--- config.mk ---
export PLATFORM = sky130hd
export DESIGN_NAME = huffman_bit_packer_unit
export DESIGN_NICKNAME = d
export VERILOG_FILES = /design/src/design/hbp_pkg.sv /design/src/design/hbp_code_table.sv /design/src/design/hbp_packer.sv /design/src/design/hbp_out_queue.sv /design/src/design/huffman_bit_packer_unit.sv
export SDC_FILE = /design/constraint.sdc
export NUM_CORES = 2
export LEC_CHECK = 0
export ABC_CLOCK_PERIOD_IN_PS = 6300
export BUFFER_PORTS_ARGS = -buffer_cell sky130_fd_sc_hd__buf_4
export CORE_MARGIN = 8
export CORE_UTILIZATION = 30
export CTS_BUF_LIST = sky130_fd_sc_hd__clkbuf_4
export CTS_CLUSTER_DIAMETER = 30
export DETAILED_ROUTE_END_ITERATION = 7
export HOLD_SLACK_MARGIN = 0.1
export MAX_ROUTING_LAYER = met4
export PLACE_DENSITY = 0.55
export SKIP_LAST_GASP = 1
export SLEW_MARGIN = 0
export SYNTH_ARGS = -nofsm -noshare
export SYNTH_HDL_FRONTEND = slang
export SYNTH_SLANG_ARGS = --single-unit
--- constraint.sdc ---
create_clock -name clk -period 6.3 [get_ports clk]
set_input_delay 1.26 -clock clk [delete_from_list [all_inputs] [get_ports clk]]
set_output_delay 1.26 -clock clk [all_outputs]
set_load 0.005 [all_outputs]
--- src/design/hbp_pkg.sv ---
`timescale 1ns / 1ps

package hbp_pkg;

	// Fixed field widths of the request and response items
	localparam int CODE_W      = 16;
	localparam int LEN_IN_W    = 5;
	localparam int SYM_W       = 7;
	localparam int BYTE_W      = 8;
	localparam int GROUP_BYTES = 3;
	localparam int GROUP_W     = GROUP_BYTES * BYTE_W;

	// Parameter defaults
	localparam int MAX_CODE_LEN_DEF = 16;
	localparam int SYMBOL_COUNT_DEF = 128;

	typedef enum logic {
		FUNC_LOAD   = 1'b0,
		FUNC_ENCODE = 1'b1
	} func_t;

	typedef struct packed {
		func_t                func;
		logic [SYM_W-1:0]     symbol;
		logic [CODE_W-1:0]    code_bits;
		logic [LEN_IN_W-1:0]  code_len;
		logic                 last;
	} hbp_req_t;

	typedef struct packed {
		logic [BYTE_W-1:0] out_byte;
		logic              run_last;
		logic              stream_end;
	} hbp_rsp_t;

	// Control carried alongside the table read
	typedef struct packed {
		logic encode;
		logic last;
	} hbp_ctl_t;

	// Bytes produced by one request, first byte in the top bits
	typedef struct packed {
		logic [GROUP_W-1:0] bytes;
		logic [1:0]         cnt;
		logic               last;
	} hbp_group_t;

	// Longest code length that is ever stored
	function automatic int code_cap(input int max_len);
		return (max_len < CODE_W) ? max_len : CODE_W;
	endfunction

	// Bits needed to hold a stored code length
	function automatic int len_width(input int max_len);
		return $clog2(code_cap(max_len) + 1);
	endfunction

endpackage

--- src/design/hbp_code_table.sv ---
`timescale 1ns / 1ps

module hbp_code_table #(
	parameter int MAX_CODE_LEN = hbp_pkg::MAX_CODE_LEN_DEF,
	parameter int SYMBOL_COUNT = hbp_pkg::SYMBOL_COUNT_DEF
) (
	input  logic                                         clk,
	input  logic                                         wr_en,
	input  logic                                         rd_en,
	input  logic [$clog2(SYMBOL_COUNT)-1:0]              addr,
	input  logic [hbp_pkg::code_cap(MAX_CODE_LEN)-1:0]   wr_code,
	input  logic [hbp_pkg::len_width(MAX_CODE_LEN)-1:0]  wr_len,
	output logic [hbp_pkg::code_cap(MAX_CODE_LEN)-1:0]   rd_code,
	output logic [hbp_pkg::len_width(MAX_CODE_LEN)-1:0]  rd_len
);
	import hbp_pkg::*;

	localparam int CAP     = code_cap(MAX_CODE_LEN);
	localparam int LW      = len_width(MAX_CODE_LEN);
	localparam int ENTRY_W = CAP + LW;

	logic [ENTRY_W-1:0] mem_q [SYMBOL_COUNT];
	logic [ENTRY_W-1:0] entry_s1;

	// Write on load, read on encode; read data is registered
	always_ff @(posedge clk) begin
		if (wr_en) begin
			mem_q[addr] <= {wr_len, wr_code};
		end
		if (rd_en) begin
			entry_s1 <= mem_q[addr];
		end
	end

	assign rd_code = entry_s1[CAP-1:0];
	assign rd_len  = entry_s1[ENTRY_W-1:CAP];

endmodule

--- src/design/hbp_packer.sv ---
`timescale 1ns / 1ps

module hbp_packer #(
	parameter int MAX_CODE_LEN = hbp_pkg::MAX_CODE_LEN_DEF
) (
	input  logic                                         clk,
	input  logic                                         arst_n,
	input  logic                                         advance,
	input  hbp_pkg::hbp_ctl_t                            ctl,
	input  logic [hbp_pkg::code_cap(MAX_CODE_LEN)-1:0]   entry_code,
	input  logic [hbp_pkg::len_width(MAX_CODE_LEN)-1:0]  entry_len,
	output hbp_pkg::hbp_group_t                          group
);
	import hbp_pkg::*;

	logic [BYTE_W-1:0]  acc_q;
	logic [2:0]         fill_q;
	logic [4:0]         n_bits;
	logic [CODE_W-1:0]  aligned;
	logic [GROUP_W-1:0] win;
	logic [4:0]         total;
	logic [1:0]         full;
	logic [2:0]         rem;
	logic               flush;
	logic [BYTE_W-1:0]  acc_nxt;

	// Left-align the code word and drop it in after the bits already held
	always_comb begin
		n_bits  = ctl.encode ? 5'(entry_len) : 5'd0;
		aligned = CODE_W'(entry_code) << (5'd16 - n_bits);
		win     = {acc_q, 16'b0} | ({aligned, 8'b0} >> fill_q);
		total   = 5'(fill_q) + n_bits;
		full    = total[4:3];
		rem     = total[2:0];
		flush   = ctl.last && (rem != 3'd0);
		case (full)
			2'd0:    acc_nxt = win[23:16];
			2'd1:    acc_nxt = win[15:8];
			default: acc_nxt = win[7:0];
		endcase
	end

	assign group.bytes = win;
	assign group.cnt   = full + 2'(flush);
	assign group.last  = ctl.last;

	// Advance the partial byte; the end of a run starts an empty byte
	always_ff @(posedge clk or negedge arst_n) begin
		if (!arst_n) begin
			acc_q  <= '0;
			fill_q <= '0;
		end else if (advance) begin
			if (ctl.last) begin
				acc_q  <= '0;
				fill_q <= '0;
			end else begin
				acc_q  <= acc_nxt;
				fill_q <= rem;
			end
		end
	end

	a_pad_zero: assert property (@(posedge clk) disable iff (!arst_n)
		(acc_q & (8'hFF >> fill_q)) == 8'h00)
		else $error("partial byte holds bits below its fill count");

	a_last_clears: assert property (@(posedge clk) disable iff (!arst_n)
		advance && ctl.last |=> fill_q == 3'd0 && acc_q == 8'h00)
		else $error("partial byte not cleared after end of run");

endmodule

--- src/design/hbp_out_queue.sv ---
`timescale 1ns / 1ps

module hbp_out_queue (
	input  logic                clk,
	input  logic                arst_n,
	input  logic                push,
	input  hbp_pkg::hbp_group_t group,
	output logic                free,
	output logic                out_valid,
	input  logic                out_ready,
	output hbp_pkg::hbp_rsp_t   out_rsp
);
	import hbp_pkg::*;

	logic               valid_q;
	logic [GROUP_W-1:0] bytes_q;
	logic [1:0]         cnt_q;
	logic [1:0]         idx_q;
	logic               last_q;
	logic               final_byte;
	logic               take;

	assign final_byte = (idx_q == (cnt_q - 2'd1));
	assign take       = valid_q && out_ready;
	assign free       = !valid_q || (out_ready && final_byte);

	// Hold one group and hand out its bytes in order
	always_ff @(posedge clk or negedge arst_n) begin
		if (!arst_n) begin
			valid_q <= 1'b0;
			idx_q   <= '0;
		end else if (push) begin
			valid_q <= 1'b1;
			idx_q   <= '0;
		end else if (take) begin
			if (final_byte) begin
				valid_q <= 1'b0;
			end else begin
				idx_q <= idx_q + 2'd1;
			end
		end
	end

	always_ff @(posedge clk) begin
		if (push) begin
			bytes_q <= group.bytes;
			cnt_q   <= group.cnt;
			last_q  <= group.last;
		end
	end

	// Select the current byte and mark the final one
	always_comb begin
		case (idx_q)
			2'd0:    out_rsp.out_byte = bytes_q[23:16];
			2'd1:    out_rsp.out_byte = bytes_q[15:8];
			default: out_rsp.out_byte = bytes_q[7:0];
		endcase
		out_rsp.run_last   = final_byte;
		out_rsp.stream_end = final_byte && last_q;
	end

	assign out_valid = valid_q;

	a_idx_in_group: assert property (@(posedge clk) disable iff (!arst_n)
		valid_q |-> cnt_q != 2'd0 && idx_q < cnt_q)
		else $error("byte index outside the held group");

endmodule

--- src/design/huffman_bit_packer_unit.sv ---
`timescale 1ns / 1ps

// Huffman bit packer.
// Requests arrive on in_valid/in_ready/in_req. A load request writes the code
// word and length of one symbol into the code table; an encode request looks
// the symbol up and appends its code bits, first bit into the next free
// bit of the current byte. A request with last set flushes a partial byte,
// zero padded. Each request yields zero to three bytes on
// out_valid/out_ready/out_rsp; run_last marks the final byte of a request,
// stream_end that byte when the request carried last.
// An accepted request waits in the packer stage with its registered table
// entry and moves its bytes to the output group register when that register
// is free; its bytes are handed out from there.
// Throughput: one request per cycle while the packer stage is not blocked.
// A request that makes no byte passes straight through unless a request
// ahead of it is blocked. Bytes leave one per cycle from the output group
// register while out_ready is high, so the input stalls while a request's
// bytes are still leaving when the next request also emits.
// Reset clears the partial byte and the output register; table entries are
// undefined until loaded. When the receiver stalls, the held byte stays put
// and in_ready drops once the packer stage is blocked behind it.
module huffman_bit_packer_unit #(
	parameter int MAX_CODE_LEN = hbp_pkg::MAX_CODE_LEN_DEF,
	parameter int SYMBOL_COUNT = hbp_pkg::SYMBOL_COUNT_DEF
) (
	input  logic              clk,
	input  logic              arst_n,
	input  logic              in_valid,
	output logic              in_ready,
	input  hbp_pkg::hbp_req_t in_req,
	output logic              out_valid,
	input  logic              out_ready,
	output hbp_pkg::hbp_rsp_t out_rsp
);
	import hbp_pkg::*;

	localparam int CAP = code_cap(MAX_CODE_LEN);
	localparam int LW  = len_width(MAX_CODE_LEN);
	localparam int AW  = $clog2(SYMBOL_COUNT);

	logic            in_acc;
	logic            in_range;
	logic [AW-1:0]   addr;
	logic [LW-1:0]   wr_len;
	logic            valid_s1;
	hbp_ctl_t        ctl_s1;
	logic [CAP-1:0]  entry_code;
	logic [LW-1:0]   entry_len;
	hbp_group_t      group;
	logic            grp_free;
	logic            s1_adv;
	logic            push;

	// Decode the request
	assign in_acc   = in_valid && in_ready;
	assign in_range = 32'(in_req.symbol) < SYMBOL_COUNT;
	assign addr     = AW'(in_req.symbol);
	assign wr_len   = (32'(in_req.code_len) > CAP) ? LW'(CAP) : LW'(in_req.code_len);

	hbp_code_table #(
		.MAX_CODE_LEN (MAX_CODE_LEN),
		.SYMBOL_COUNT (SYMBOL_COUNT)
	) u_table (
		.clk     (clk),
		.wr_en   (in_acc && in_req.func == FUNC_LOAD && in_range),
		.rd_en   (in_acc && in_req.func == FUNC_ENCODE && in_range),
		.addr    (addr),
		.wr_code (in_req.code_bits[CAP-1:0]),
		.wr_len  (wr_len),
		.rd_code (entry_code),
		.rd_len  (entry_len)
	);

	// Advance the packer stage when it makes no byte or the output has room
	assign s1_adv   = valid_s1 && (group.cnt == 2'd0 || grp_free);
	assign push     = s1_adv && group.cnt != 2'd0;
	assign in_ready = !valid_s1 || s1_adv;

	always_ff @(posedge clk or negedge arst_n) begin
		if (!arst_n) begin
			valid_s1 <= 1'b0;
		end else if (in_ready) begin
			valid_s1 <= in_valid;
		end
	end

	always_ff @(posedge clk) begin
		if (in_acc) begin
			ctl_s1.encode <= (in_req.func == FUNC_ENCODE) && in_range;
			ctl_s1.last   <= in_req.last;
		end
	end

	hbp_packer #(
		.MAX_CODE_LEN (MAX_CODE_LEN)
	) u_packer (
		.clk        (clk),
		.arst_n     (arst_n),
		.advance    (s1_adv),
		.ctl        (ctl_s1),
		.entry_code (entry_code),
		.entry_len  (entry_len),
		.group      (group)
	);

	hbp_out_queue u_out (
		.clk       (clk),
		.arst_n    (arst_n),
		.push      (push),
		.group     (group),
		.free      (grp_free),
		.out_valid (out_valid),
		.out_ready (out_ready),
		.out_rsp   (out_rsp)
	);

	a_push_room: assert property (@(posedge clk) disable iff (!arst_n)
		push |-> grp_free)
		else $error("group pushed while output register busy");

	a_s1_hold: assert property (@(posedge clk) disable iff (!arst_n)
		valid_s1 && !s1_adv |=> valid_s1 && $stable(ctl_s1))
		else $error("stalled packer stage lost its request");

endmodule

==> metrics.md <==
| Metric | Value |
|---|---|
| Status | `finished with violations` |
| Failing checks | `capacitance limit` |
| Post-Syn Nets | `5681` |
| Number of clock sinks | `2752` |
| Pre-antenna DRT Iters | `6` |
| Setup CP Type | `register to primary output` |
| Maximum fanout along the worst path | `15` |
| Seq cells post-synth | `2752` |
| F_max | `175 MHz` |
| Final ANT Viol Nets | `0` |
| Share of cells above drive strength 1 | `0.245` |
| Hold Startpoint | `in_req[29]` |
| Starting Density | `0.301` |
| P per Cell Area | `329 nW/um2` |
| EDFF count, synth | `2737` |
| Die Ht | `599 um` |
| Input/output buffers | `45` |
| Final Skew | `0.210 ns` |
| Clk slew on worst S/H paths | `0.06 ns` |
| Clk buf depth | `4` |
| Vias | `61400` |
| Nets | `6388` |
| Mapped Cells | `5641` |
| Die Wd | `599 um` |
| Count of cell types in the netlist | `91` |
| Peak VDD IR | `0.000165 V` |
| Site Rows | `214` |
| First-pass GRT wire length | `448000 um` |
| # fillers | `32000` |
| Period utilization | `0.905` |
| Mapped Area | `102000 um2` |
| Slew margin rel. | `0.0118` |
| Hold crit path type | `input port to register` |
| Non-Filler Instances | `11400` |
| Arrival @ worst endpoint | `4.44 ns` |
| Tot GR Track Use | `0.175` |
| Hold slack | `0.277 ns` |
| Synth async-reset ratio | `0.00545` |
| Largest net degree at the start of global routing | `129` |
| Worst Tran Pin Value | `1.47 ns` |
| Placed Cells | `10200` |
| DRC | `0` |
| Min cycle time layout | `5.70 ns` |
| Post-CTS Setup Bufs | `0` |
| Yosys warnings | `0` |
| Max_cap viols | `1` |
| TritonCTS clock tree | `yes` |
| Initial antenna violation count | `20` |
| # IOs | `46` |
| Vias in the first global route | `60100` |
| CP startpoint | `u_table.entry_s1[17]` |
| P_leak | `36.7 nW` |
| Endpoints failing setup | `0` |
| RSZ-0062 raised after global routing | `no` |
| Wire length per cell | `28.1 um` |
| P&R area growth vs syn | `16.7%` |
| Fin. max-slew vios | `0` |
| Most frequent cells in the layout | `edfxtp_1 (2737), clkbuf_4 (991), a22oi_1 (860)` |
| Total CTS buffers | `703` |
| Total Wirelength | `319000 um` |
| Register area share after synthesis | `0.811` |
| Hold Vio Cnt, Final | `0` |
| Core area | `339000 um2` |
| Setup crit start kind | `register` |
| Top FF cell, synth | `edfxtp_1` |
| Total gr overflow | `0` |
| Dpl hpwl | `188000 um` |
| Req. time, crit path | `5.04 ns` |
| Leading cell type in the layout, fill and taps excluded | `edfxtp_1` |
| Worst r2r src | `u_table.entry_s1[17]` |
| Die Area | `358000 um2` |
| CP endpoint kind | `primary output` |
| Clk_lat worst skew | `1.39 ns` |
| DRT iter0 DRCs | `7583` |
| H-tree depth | `6` |
| Syn Area/Cell | `18.1 um2` |
| Vias per cell | `5.40` |
| RD Place Congestion | `0.909` |
| Clk root buf | `clkbuf_4` |
| Setup TNS | `0 ns` |
[path summary, 6_finish.rpt]
path	endpoint	slack (ns)	depth (start not counted)
setup / recovery	in_ready	0.60	11
hold / removal	ctl_s1[1]	0.28	1
setup reg to reg	u_table.mem_q[53][15]	0.91	15
hold reg to reg	u_packer.acc_q[6]	0.52	2
max in group asynchronous	u_out.idx_q[0]	5.64	2
min in group asynchronous	u_packer.acc_q[3]	0.42	2
[sequential cells by signal, summed over array words and instances (netlist names)]
name              count
ctl_s1                2
u_out.bytes_q        23
u_out.cnt_q           2
u_out.idx_q           2
u_out.last_q          1
u_out.out_valid       1
u_packer.acc_q        8
u_packer.fill_q       3
u_table.entry_s1     21
u_table.mem_q      2688
valid_s1              1
[area by class of cell]
cell class,instances,area (um2),area share
diodes,21,52.6,0.000442
clock buffers,991,7440,0.0626
clock inverters,181,1390,0.0117
inverters,18,70.1,0.000590
multi-input cells,2471,18000,0.152
flip-flops and latches,2752,82600,0.695
well taps,4536,5680,0.0478
repair buffers,402,3610,0.0304
[through the flow]
step,setup WS (ns),cell area (um2),utilization,power [mW]
6_report,0.599,119000,0.351,39.1
5_1_grt,0.262,119000,0.351,40.5
4_1_cts,0.446,119000,0.351,39.4
3_5_place_dp,0.981,110000,0.325,24.3
3_3_place_gp,0.848,110000,0.325,24.2
2_1_floorplan,1.03,102000,-,22.7
[synth_stat cells (all sizes together) (34+ instances only)]
master	number	area, um2
a21oi	54	270
a221oi	238	2090
a22o	240	2110
a22oi	860	6460
a31oi	176	1100
buf	178	775
clkbuf	222	833
edfxtp	2737	82200
nand2	107	404
nand3	34	170
nand4	166	1040
nor2	185	699
o21ai	78	390
[power breakdown]
part / switching (mW) / internal (mW)
registers: 0.132 / 20.4
logic: 2.36 / 1.01
clock network: 7.18 / 7.98
total: 9.67 / 29.4
[critical path, stage by stage (launching register included)]
cell and delay (ns):
edfxtp_1 0.68, nand2_1 0.27, inv_1 0.19, ha_1 0.26, a41o_1 0.27, maj3_1 0.36
o21ai_0 0.18, a32o_1 0.20, ha_1 0.21, xnor2_1 0.12, o21ai_1 0.28, buf_4 0.20
[cells by family after synthesis]
family,after synthesis,share of synthesized area
AO/OA/AOI/OAI,1802,0.135
XOR/XNOR,7,0.000602
adder cells (fa/ha/maj),7,0.000909
buffers and inverters,418,0.0165
flip-flops,2752,0.811
multiplexers,44,0.00570
AND/OR/NAND/NOR,611,0.0302
[timing repair]
item	CTS	global route
hold buffers	2	0
hold endpoints to repair	16	0
gates resized for setup	0	0
endpoints found under the setup margin	0	0
[metal layers]
metal | GRT usage | share of wire | up-vias
li1 | - | - | 25900
met1 | 0.231 | 0.41 | 31800
met2 | 0.266 | 0.46 | 3218
met3 | 0.0426 | 0.095 | 472
met4 | 0.0617 | 0.035 | 0
met5 | - | 0 | -
No activity file was read; power rests on OpenSTA's default activity.
